## src/rtl/u8d_pkg.sv

```systemverilog
package u8d_pkg;

    localparam int QUEUE_AW    = 2;
    localparam int QUEUE_DEPTH = 1 << QUEUE_AW;
    localparam int QUEUE_CW    = QUEUE_AW + 1;

    localparam logic [20:0] REPLACEMENT_CP = 21'h00FFFD;
    localparam logic [20:0] SURROGATE_LO   = 21'h00D800;
    localparam logic [20:0] SURROGATE_HI   = 21'h00DFFF;
    localparam logic [20:0] MIN_CP_LEN2    = 21'h000080;
    localparam logic [20:0] MIN_CP_LEN3    = 21'h000800;
    localparam logic [20:0] MIN_CP_LEN4    = 21'h010000;
    localparam logic [15:0] CP437_DEL_CP   = 16'h2302;

    localparam logic [2:0] SEQ_LEN2 = 3'd2;
    localparam logic [2:0] SEQ_LEN3 = 3'd3;
    localparam logic [2:0] SEQ_LEN4 = 3'd4;

    localparam logic [15:0] CP437_CTRL [32] = '{
        16'h0020, 16'h263A, 16'h263B, 16'h2665, 16'h2666, 16'h2663, 16'h2660, 16'h2022,
        16'h25D8, 16'h25CB, 16'h25D9, 16'h2642, 16'h2640, 16'h266A, 16'h266B, 16'h263C,
        16'h25BA, 16'h25C4, 16'h2195, 16'h203C, 16'h00B6, 16'h00A7, 16'h25AC, 16'h21A8,
        16'h2191, 16'h2193, 16'h2192, 16'h2190, 16'h221F, 16'h2194, 16'h25B2, 16'h25BC
    };

    localparam logic [15:0] CP437_UPPER [128] = '{
        16'h00C7, 16'h00FC, 16'h00E9, 16'h00E2, 16'h00E4, 16'h00E0, 16'h00E5, 16'h00E7,
        16'h00EA, 16'h00EB, 16'h00E8, 16'h00EF, 16'h00EE, 16'h00EC, 16'h00C4, 16'h00C5,
        16'h00C9, 16'h00E6, 16'h00C6, 16'h00F4, 16'h00F6, 16'h00F2, 16'h00FB, 16'h00F9,
        16'h00FF, 16'h00D6, 16'h00DC, 16'h00A2, 16'h00A3, 16'h00A5, 16'h20A7, 16'h0192,
        16'h00E1, 16'h00ED, 16'h00F3, 16'h00FA, 16'h00F1, 16'h00D1, 16'h00AA, 16'h00BA,
        16'h00BF, 16'h2310, 16'h00AC, 16'h00BD, 16'h00BC, 16'h00A1, 16'h00AB, 16'h00BB,
        16'h2591, 16'h2592, 16'h2593, 16'h2502, 16'h2524, 16'h2561, 16'h2562, 16'h2556,
        16'h2555, 16'h2563, 16'h2551, 16'h2557, 16'h255D, 16'h255C, 16'h255B, 16'h2510,
        16'h2514, 16'h2534, 16'h252C, 16'h251C, 16'h2500, 16'h253C, 16'h255E, 16'h255F,
        16'h255A, 16'h2554, 16'h2569, 16'h2566, 16'h2560, 16'h2550, 16'h256C, 16'h2567,
        16'h2568, 16'h2564, 16'h2565, 16'h2559, 16'h2558, 16'h2552, 16'h2553, 16'h256B,
        16'h256A, 16'h2518, 16'h250C, 16'h2588, 16'h2584, 16'h258C, 16'h2590, 16'h2580,
        16'h03B1, 16'h00DF, 16'h0393, 16'h03C0, 16'h03A3, 16'h03C3, 16'h00B5, 16'h03C4,
        16'h03A6, 16'h0398, 16'h03A9, 16'h03B4, 16'h221E, 16'h03C6, 16'h03B5, 16'h2229,
        16'h2261, 16'h00B1, 16'h2265, 16'h2264, 16'h2320, 16'h2321, 16'h00F7, 16'h2248,
        16'h00B0, 16'h2219, 16'h00B7, 16'h221A, 16'h207F, 16'h00B2, 16'h25A0, 16'h00A0
    };

    typedef struct packed {
        logic [7:0] in_byte;
        logic       line_last;
    } in_item_t;

    typedef struct packed {
        logic [20:0] code_point;
        logic        replaced;
        logic        run_last;
        logic        line_end;
        logic        line_valid;
    } out_item_t;

    // One accepted byte's worth of results: rep_count replacements, then
    // optionally one decoded code point.
    typedef struct packed {
        logic [2:0]  rep_count;
        logic        has_cp;
        logic [20:0] code_point;
        logic        line_last;
        logic        line_valid;
    } desc_t;

    function automatic logic [15:0] cp437_map(input logic [7:0] b);
        logic [15:0] r;
        priority if (b < 8'h20)
            r = CP437_CTRL[b[4:0]];
        else if (b < 8'h7F)
            r = {8'h00, b};
        else if (b == 8'h7F)
            r = CP437_DEL_CP;
        else
            r = CP437_UPPER[b[6:0]];
        return r;
    endfunction

endpackage

```

## src/rtl/u8d_front.sv

```systemverilog
module u8d_front
    import u8d_pkg::*;
(
    input  logic     clk,
    input  logic     rst_n,
    input  logic     cfg_we,
    input  logic     cfg_data,
    input  logic     in_valid,
    input  in_item_t in_item,
    input  logic     full,
    output logic     push,
    output desc_t    push_desc
);

    logic        mode_reg;
    logic [1:0]  pend_reg, pend_next;
    logic [2:0]  elen_reg, elen_next;
    logic [14:0] acc_reg, acc_next;
    logic        line_error_reg, line_error_next;

    logic        in_fire;
    logic [7:0]  b;
    logic        last;
    logic        is_cont, is_ascii, is_lead2, is_lead3, is_lead4;
    logic [20:0] cpn;
    logic [2:0]  taken;
    logic        seq_bad;
    logic [2:0]  rep_count;
    logic        has_cp;
    logic [20:0] cp;

    assign in_fire  = in_valid && !full;
    assign b        = in_item.in_byte;
    assign last     = in_item.line_last;
    assign is_cont  = (b[7:6] == 2'b10);
    assign is_ascii = !b[7];
    assign is_lead2 = (b[7:5] == 3'b110);
    assign is_lead3 = (b[7:4] == 4'b1110);
    assign is_lead4 = (b[7:3] == 5'b11110);
    assign cpn      = {acc_reg, b[5:0]};
    assign taken    = {1'b0, pend_reg} + 3'd1;

    assign seq_bad = ((elen_reg == SEQ_LEN2) && (cpn < MIN_CP_LEN2)) ||
                     ((elen_reg == SEQ_LEN3) && (cpn < MIN_CP_LEN3)) ||
                     ((elen_reg == SEQ_LEN4) && (cpn < MIN_CP_LEN4)) ||
                     ((cpn >= SURROGATE_LO) && (cpn <= SURROGATE_HI));

    always_comb
    begin
        rep_count = 3'd0;
        has_cp    = 1'b0;
        cp        = '0;
        pend_next = pend_reg;
        elen_next = elen_reg;
        acc_next  = acc_reg;
        if (mode_reg)
        begin
            has_cp = 1'b1;
            cp     = {5'd0, cp437_map(b)};
        end
        else if ((pend_reg != 2'd0) && is_cont)
        begin
            pend_next = 2'd0;
            elen_next = 3'd0;
            acc_next  = '0;
            if (taken < elen_reg)
            begin
                // Line ends inside the sequence: drop it, one FFFD per byte.
                if (last)
                    rep_count = taken;
                else
                begin
                    pend_next = taken[1:0];
                    elen_next = elen_reg;
                    acc_next  = cpn[14:0];
                end
            end
            else if (seq_bad)
                rep_count = taken;
            else
            begin
                has_cp = 1'b1;
                cp     = cpn;
            end
        end
        else
        begin
            // Flush any broken sequence, then decode the byte afresh.
            pend_next = 2'd0;
            elen_next = 3'd0;
            acc_next  = '0;
            rep_count = {1'b0, pend_reg};
            priority if (is_ascii)
            begin
                has_cp = 1'b1;
                cp     = {13'd0, b};
            end
            else if (is_lead2 || is_lead3 || is_lead4)
            begin
                if (last)
                    rep_count = {1'b0, pend_reg} + 3'd1;
                else
                begin
                    pend_next = 2'd1;
                    priority if (is_lead2)
                    begin
                        elen_next = SEQ_LEN2;
                        acc_next  = {10'd0, b[4:0]};
                    end
                    else if (is_lead3)
                    begin
                        elen_next = SEQ_LEN3;
                        acc_next  = {11'd0, b[3:0]};
                    end
                    else
                    begin
                        elen_next = SEQ_LEN4;
                        acc_next  = {12'd0, b[2:0]};
                    end
                end
            end
            else
                rep_count = {1'b0, pend_reg} + 3'd1;
        end
        line_error_next = last ? 1'b0 : (line_error_reg || (rep_count != 3'd0));
    end

    assign push                 = in_fire && ((rep_count != 3'd0) || has_cp);
    assign push_desc.rep_count  = rep_count;
    assign push_desc.has_cp     = has_cp;
    assign push_desc.code_point = cp;
    assign push_desc.line_last  = last;
    assign push_desc.line_valid = !(line_error_reg || (rep_count != 3'd0));

    always_ff @(posedge clk or negedge rst_n)
    begin
        if (!rst_n)
        begin
            mode_reg       <= 1'b0;
            pend_reg       <= 2'd0;
            elen_reg       <= 3'd0;
            acc_reg        <= '0;
            line_error_reg <= 1'b0;
        end
        else if (cfg_we)
        begin
            // Mode change drops any open sequence but keeps the line error.
            mode_reg <= cfg_data;
            pend_reg <= 2'd0;
            elen_reg <= 3'd0;
            acc_reg  <= '0;
        end
        else if (in_fire)
        begin
            pend_reg       <= pend_next;
            elen_reg       <= elen_next;
            acc_reg        <= acc_next;
            line_error_reg <= line_error_next;
        end
    end

    a_pend_below_len: assert property (@(posedge clk) disable iff (!rst_n)
        (pend_reg != 2'd0) |-> ({1'b0, pend_reg} < elen_reg))
        else $error("open sequence holds as many bytes as its length");

endmodule

```

## src/rtl/u8d_queue.sv

```systemverilog
module u8d_queue
    import u8d_pkg::*;
(
    input  logic  clk,
    input  logic  rst_n,
    input  logic  push,
    input  desc_t push_desc,
    input  logic  pop,
    output logic  full,
    output logic  head_valid,
    output desc_t head
);

    desc_t                entry_reg [QUEUE_DEPTH];
    logic [QUEUE_AW-1:0]  wr_ptr_reg, rd_ptr_reg;
    logic [QUEUE_CW-1:0]  count_reg, count_next;

    assign full       = (count_reg == QUEUE_CW'(QUEUE_DEPTH));
    assign head_valid = (count_reg != '0);
    assign head       = entry_reg[rd_ptr_reg];

    always_comb
    begin
        unique case ({push, pop})
            2'b10:   count_next = count_reg + QUEUE_CW'(1);
            2'b01:   count_next = count_reg - QUEUE_CW'(1);
            default: count_next = count_reg;
        endcase
    end

    always_ff @(posedge clk or negedge rst_n)
    begin
        if (!rst_n)
        begin
            wr_ptr_reg <= '0;
            rd_ptr_reg <= '0;
            count_reg  <= '0;
        end
        else
        begin
            if (push)
                wr_ptr_reg <= wr_ptr_reg + QUEUE_AW'(1);
            if (pop)
                rd_ptr_reg <= rd_ptr_reg + QUEUE_AW'(1);
            count_reg <= count_next;
        end
    end

    always_ff @(posedge clk)
    begin
        if (push)
            entry_reg[wr_ptr_reg] <= push_desc;
    end

    a_no_overflow: assert property (@(posedge clk) disable iff (!rst_n)
        push |-> (!full || pop))
        else $error("request written into a full queue");

    a_no_underflow: assert property (@(posedge clk) disable iff (!rst_n)
        pop |-> head_valid)
        else $error("request taken from an empty queue");

endmodule

```

## src/rtl/u8d_back.sv

```systemverilog
module u8d_back
    import u8d_pkg::*;
(
    input  logic      clk,
    input  logic      rst_n,
    input  logic      head_valid,
    input  desc_t     head,
    output logic      pop,
    output logic      out_valid,
    input  logic      out_stall,
    output out_item_t out_item
);

    logic      cur_busy_reg, cur_busy_next;
    desc_t     cur_reg, cur_next;
    logic      out_valid_reg, out_valid_next;
    out_item_t out_item_reg, out_item_next;

    desc_t     act;
    logic      act_valid;
    logic      out_free;
    logic      fire;
    logic      rep_nz;
    logic      final_res;

    // Work on the held request if one is partly sent, else straight from the queue.
    assign act       = cur_busy_reg ? cur_reg : head;
    assign act_valid = cur_busy_reg || head_valid;
    assign out_free  = !out_valid_reg || !out_stall;
    assign fire      = act_valid && out_free;
    assign pop       = fire && !cur_busy_reg;
    assign rep_nz    = (act.rep_count != 3'd0);
    assign final_res = !rep_nz || ((act.rep_count == 3'd1) && !act.has_cp);

    always_comb
    begin
        out_item_next.code_point = rep_nz ? REPLACEMENT_CP : act.code_point;
        out_item_next.replaced   = rep_nz;
        out_item_next.run_last   = final_res;
        out_item_next.line_end   = final_res && act.line_last;
        out_item_next.line_valid = final_res && act.line_last && act.line_valid;

        cur_next           = act;
        cur_next.rep_count = rep_nz ? (act.rep_count - 3'd1) : act.rep_count;
        cur_busy_next      = cur_busy_reg;
        out_valid_next     = out_valid_reg;
        if (out_free)
            out_valid_next = fire;
        if (fire)
            cur_busy_next = !final_res;
    end

    always_ff @(posedge clk or negedge rst_n)
    begin
        if (!rst_n)
        begin
            cur_busy_reg  <= 1'b0;
            out_valid_reg <= 1'b0;
        end
        else
        begin
            cur_busy_reg  <= cur_busy_next;
            out_valid_reg <= out_valid_next;
        end
    end

    always_ff @(posedge clk)
    begin
        if (fire)
        begin
            cur_reg      <= cur_next;
            out_item_reg <= out_item_next;
        end
    end

    assign out_valid = out_valid_reg;
    assign out_item  = out_item_reg;

    a_busy_has_work: assert property (@(posedge clk) disable iff (!rst_n)
        cur_busy_reg |-> ((cur_reg.rep_count != 3'd0) || cur_reg.has_cp))
        else $error("held request has nothing left to send");

    a_line_end_closes_run: assert property (@(posedge clk) disable iff (!rst_n)
        (out_valid_reg && out_item_reg.line_end) |-> out_item_reg.run_last)
        else $error("line end on a result that is not the last of its byte");

    a_busy_blocks_pop: assert property (@(posedge clk) disable iff (!rst_n)
        (fire && !final_res) |=> (cur_busy_reg && !pop))
        else $error("queue advanced while a request was partly sent");

endmodule

```

## src/rtl/utf8_validating_decoder_unit.sv

```systemverilog
// UTF-8 decoder with replacement and a code page 437 mode.
// Input channel: in_valid/in_stall with in_item (one text byte plus a flag for
// the last byte of a line). Output channel: out_valid/out_stall with out_item
// (code point, replaced, run_last, line_end, line_valid).
// Config: cfg_we writes cfg_data into the decode mode (0 UTF-8, 1 CP437) and
// drops any open UTF-8 sequence; write it only while the block is idle.
// Each byte gives zero to four results. A byte is accepted when the request
// queue (four entries) has room; its results pass through the queue and then
// the registered output, where the receiver takes them.
// While out_stall is low the output side sends one result per cycle, so the
// sustained rate is one byte per cycle while bytes give at most one result
// each; a byte that gives n results holds the output side until all are sent
// and the queue absorbs the burst. in_stall rises only when the queue is full.
// When the receiver stalls, the output register holds its result, the queue
// fills, and then the input stalls.
// Reset clears the queue, the output register, any open sequence, the line
// error flag and sets UTF-8 mode.
module utf8_validating_decoder_unit
    import u8d_pkg::*;
(
    input  logic      clk,
    input  logic      rst_n,
    input  logic      cfg_we,
    input  logic      cfg_data,
    input  logic      in_valid,
    output logic      in_stall,
    input  in_item_t  in_item,
    output logic      out_valid,
    input  logic      out_stall,
    output out_item_t out_item
);

    logic  push;
    desc_t push_desc;
    logic  pop;
    logic  full;
    logic  head_valid;
    desc_t head;

    assign in_stall = full;

    u8d_front u_front (
        .clk       (clk),
        .rst_n     (rst_n),
        .cfg_we    (cfg_we),
        .cfg_data  (cfg_data),
        .in_valid  (in_valid),
        .in_item   (in_item),
        .full      (full),
        .push      (push),
        .push_desc (push_desc)
    );

    u8d_queue u_queue (
        .clk        (clk),
        .rst_n      (rst_n),
        .push       (push),
        .push_desc  (push_desc),
        .pop        (pop),
        .full       (full),
        .head_valid (head_valid),
        .head       (head)
    );

    u8d_back u_back (
        .clk        (clk),
        .rst_n      (rst_n),
        .head_valid (head_valid),
        .head       (head),
        .pop        (pop),
        .out_valid  (out_valid),
        .out_stall  (out_stall),
        .out_item   (out_item)
    );

endmodule

```

## config.mk

```make
export PLATFORM = sky130hd
export DESIGN_NAME = utf8_validating_decoder_unit
export DESIGN_NICKNAME = d
export VERILOG_FILES = /design/src/rtl/u8d_pkg.sv /design/src/rtl/u8d_front.sv /design/src/rtl/u8d_queue.sv /design/src/rtl/u8d_back.sv /design/src/rtl/utf8_validating_decoder_unit.sv
export SDC_FILE = /design/constraint.sdc
export NUM_CORES = 1
export LEC_CHECK = 0
export BUFFER_PORTS_ARGS = -buffer_cell sky130_fd_sc_hd__buf_2
export CAP_MARGIN = 20
export CORE_MARGIN = 1.5
export CORE_UTILIZATION = 45
export CTS_BUF_LIST = sky130_fd_sc_hd__clkbuf_8 sky130_fd_sc_hd__clkbuf_16
export CTS_CLUSTER_DIAMETER = 150
export DETAILED_ROUTE_END_ITERATION = 10
export HOLD_SLACK_MARGIN = 0.05
export SETUP_SLACK_MARGIN = 0.02
export SLEW_MARGIN = 20
export SYNTH_ARGS = -nofsm -noshare
export SYNTH_HDL_FRONTEND = slang
export SYNTH_SLANG_ARGS = --single-unit
```

## constraint.sdc

```tcl
create_clock -name clk -period 5.52 [get_ports clk]
set_input_delay 0.552 -clock clk [delete_from_list [all_inputs] [get_ports clk]]
set_output_delay 0.552 -clock clk [all_outputs]
set_load 0.02 [all_outputs]
```

==> flow_summary.json <==
{
  "switchingPower_mw": 1.55,
  "pin_count": 42,
  "synth_edf_count": 160,
  "clkPwrFrac_pct": 24.4,
  "ys_seq_elements": 191,
  "fin_worst_skew_ns": 0.0138,
  "cp_max_fo": 7,
  "worst_setup_path_start_kind": "flop",
  "cts.sinks": 191,
  "initial_core_util_pct": 46.1,
  "synthAdderAreaFrac_pct": 3.63,
  "synthSimpleGateAreaFrac_pct": 11.2,
  "place_area_um2": 10800,
  "postSynthCellCount": 863,
  "r2r_start": "u_front.pend_reg[0]$_DFFE_PN0P_",
  "cp_common_cell": "ha_1",
  "design_area_um2": 11400,
  "post-route-util_pct": 50.2,
  "grt_max_degree": 67,
  "die-width_um": 156,
  "setup_viol": 0,
  "synthArstFlopShare_pct": 16.2,
  "antenna_found_initial": 0,
  "hold_viol": 0,
  "worstPathArrival_ns": 3.83,
  "power_frac_comb_pct": 30.2,
  "final_nets": 911,
  "synth_compound_area_share_pct": 15.5,
  "ys_types": 77,
  "antenna_cells": 0,
  "fin_hold_ws_ns": 0.156,
  "portBuffers": 41,
  "fin_crit_ns": 3.69,
  "fill_cells": 2021,
  "final.period_utilization_pct": 66.8,
  "internal_power_mw": 3.28,
  "end_kind": "flop",
  "post_cts_buffers": 0,
  "num_vias": 7267,
  "yosysMostFrequentCell": "edfxtp_1",
  "tns_ns": 0,
  "clk_latency_ns": 0.44,
  "p_seq_share_pct": 45.4,
  "ant_nets": 0,
  "die-area_um2": 24200,
  "synth_seq_area_share_pct": 53.3,
  "rsz0062_at_grt": "false",
  "synthXorXnorAreaFrac_pct": 0.753,
  "fp.dieH_um": 156,
  "crit_required_ns": 5.66,
  "grt_pass1_vias": 6988,
  "vdd_drop_max_uv": 201,
  "leakagePower_nw": 4.07,
  "finalNonFillerCells": 1165,
  "grt_pass1_wl_mm": 41.3,
  "coreArea_um2": 22700,
  "worst_pin_slew_ns": 1.06,
  "syn_to_final_growth_pct": 8.89,
  "dp.cells": 1133,
  "power.density_nw_per_um2": 424,
  "critPathMaxStageDelay_ns": 0.66,
  "cts_max_level": 4,
  "dominantRegCellSynth": "edfxtp_1",
  "p_sw_share_pct": 32.1,
  "hpwl_mm": 17.2,
  "cp_slowest_cell": "o2111ai_1",
  "synth_top_cell_area_share_pct": 45.9,
  "synth_top_family_by_area": "compound AO/OA/AOI/OAI gates",
  "critPathLaunch": "u_front.pend_reg[0]$_DFFE_PN0P_",
  "synth.mux.area_fraction_pct": 11.7,
  "syn_nets": 907,
  "yosys-top-cells-area": "edfxtp_1 46%, dfrtp_1 7.4%, mux4_2 7.1%",
  "ctsHoldBuffers": 0,
  "drive_gt1_share_pct": 20.3,
  "grt_usage_pct": 22.3,
  "drtIter0Drc": 969,
  "synth_area_um2": 10500,
  "yosys.area.top_type": "edfxtp_1",
  "status": "finished clean",
  "slew_violations": 0,
  "synth.yosys.warnings": 0,
  "tritoncts": "done",
  "cts-root-buf": "clkbuf_16",
  "clkTransAtPathRegs_ns": 0.07,
  "worstSetupPathType": "reg -> reg",
  "grt_overflow_total": 0,
  "viasPerCell": 6.24,
  "maxCapViolCount": 0,
  "rows": 55,
  "max_slew_margin_pct": 29.1,
  "first_pass_iters": 6,
  "clk_path_buf_depth": 2,
  "place.gp.congestion": 0.959,
  "cts_made_buffers": 17,
  "max_clock_freq_mhz": 271,
  "synthTopCellsByCount": "160 x edfxtp_1, 54 x nand2_1, 49 x o21ai_0, 46 x a21oi_1, 40 x nor2_1",
  "postSynthAreaPerCell_um2": 12.1,
  "largest_reg_flops": 108,
  "route.detailed.drc": 0,
  "finalWirelength_mm": 25.9,
  "path_cells": "inv_1 -> ha_1 -> ha_1 -> a21o_1 -> a31oi_2 -> nor2_1 -> o2111ai_1 -> o31ai_1 -> a221o_1",
  "min_path_type": "in -> async",
  "wl_per_cell_um": 22.2,
  "cts_resized": 0
}
path summary, 6_finish.rpt:
check	to	slack [ns]	cells past startpoint
worst min-delay path	u_front.line_error_reg$_DFFE_PN0P_	0.16	1
min in group clk	u_front.mode_reg$_DFFE_PN0P_	0.34	3
worst max register to register	u_queue.entry_reg[1][2]$_DFFE_PP_	1.83	9
worst max-delay path	u_queue.entry_reg[1][2]$_DFFE_PP_	1.83	9
worst min register to register	u_queue.count_reg[2]$_DFFE_PN0P_	0.50	1
max in group asynchronous	u_queue.rd_ptr_reg[0]$_DFFE_PN0P_	4.86	1
cell usage in the layout (no fill, tap or decap), types with 20 or more instances in the layout:
cell type / Yosys / final
a21oi_1: 46 / 45
buf_2: 16 / 41
dfrtp_1: 31 / 30
edfxtp_1: 160 / 160
ha_1: 28 / 28
inv_1: 32 / 33
mux2_2: 26 / 26
mux4_2: 33 / 33
nand2_1: 54 / 54
nor2_1: 40 / 40
nor3_1: 20 / 20
o211ai_1: 20 / 20
o21ai_0: 49 / 49
stage by stage:
stage | setup slack (ns) | power (mW)
5_1_grt | 1.69 | 5.10
6_report | 1.83 | 4.83
4_1_cts | 1.88 | 4.88
3_3_place_gp | 1.70 | 3.68
2_1_floorplan | 0.861 | 3.29
3_5_place_dp | 1.64 | 3.70
power groups by stage:
stage          sequential [mW]  combinational (mW)  clock (mW)
3_3_place_gp              2.22                1.46           0
2_1_floorplan             2.22                1.07           0
5_1_grt                   2.23                1.61        1.26
3_5_place_dp              2.23                1.47           0
6_report                  2.19                1.46        1.18
4_1_cts                   2.20                1.47        1.21
layout make-up:
| cell class | count | area (um^2) | area share (%) |
|---|---|---|---|
| clock buffer | 17 | 425 | 3.73 |
| sequential | 191 | 5580 | 49.0 |
| multi-input combinational | 573 | 4490 | 39.4 |
| clock inverter | 15 | 139 | 1.22 |
| inverter | 33 | 124 | 1.09 |
| timing repair buffer | 51 | 280 | 2.46 |
| tap | 285 | 357 | 3.13 |
kinds of logic after synthesis:
group / after synthesis
multiplexers: 76
adder cells (fa/ha/maj): 30
AO/OA/AOI/OAI: 234
flip-flops: 191
XOR/XNOR: 9
AND/OR/NAND/NOR: 224
buffers and inverters: 99
routing by layer:
layer,part of all wire [%],GRT usage [%],up-vias
li1,-,-,3335
met5,0,0,-
met2,44,32.8,326
met3,6.7,4.04,56
met4,3.2,9.48,0
met1,46,32.5,3550
worst max-delay path: cells and delay by family, from the launching register on:
kind	cells	cell delay (ns)
AOI/OAI and AO/OA	5	2.00
adders and majority gates	2	0.60
buffers and inverters	1	0.12
DFF	1	0.48
and+or+nand+nor	1	0.20
Note: power is estimated with default switching activity, not from simulation.
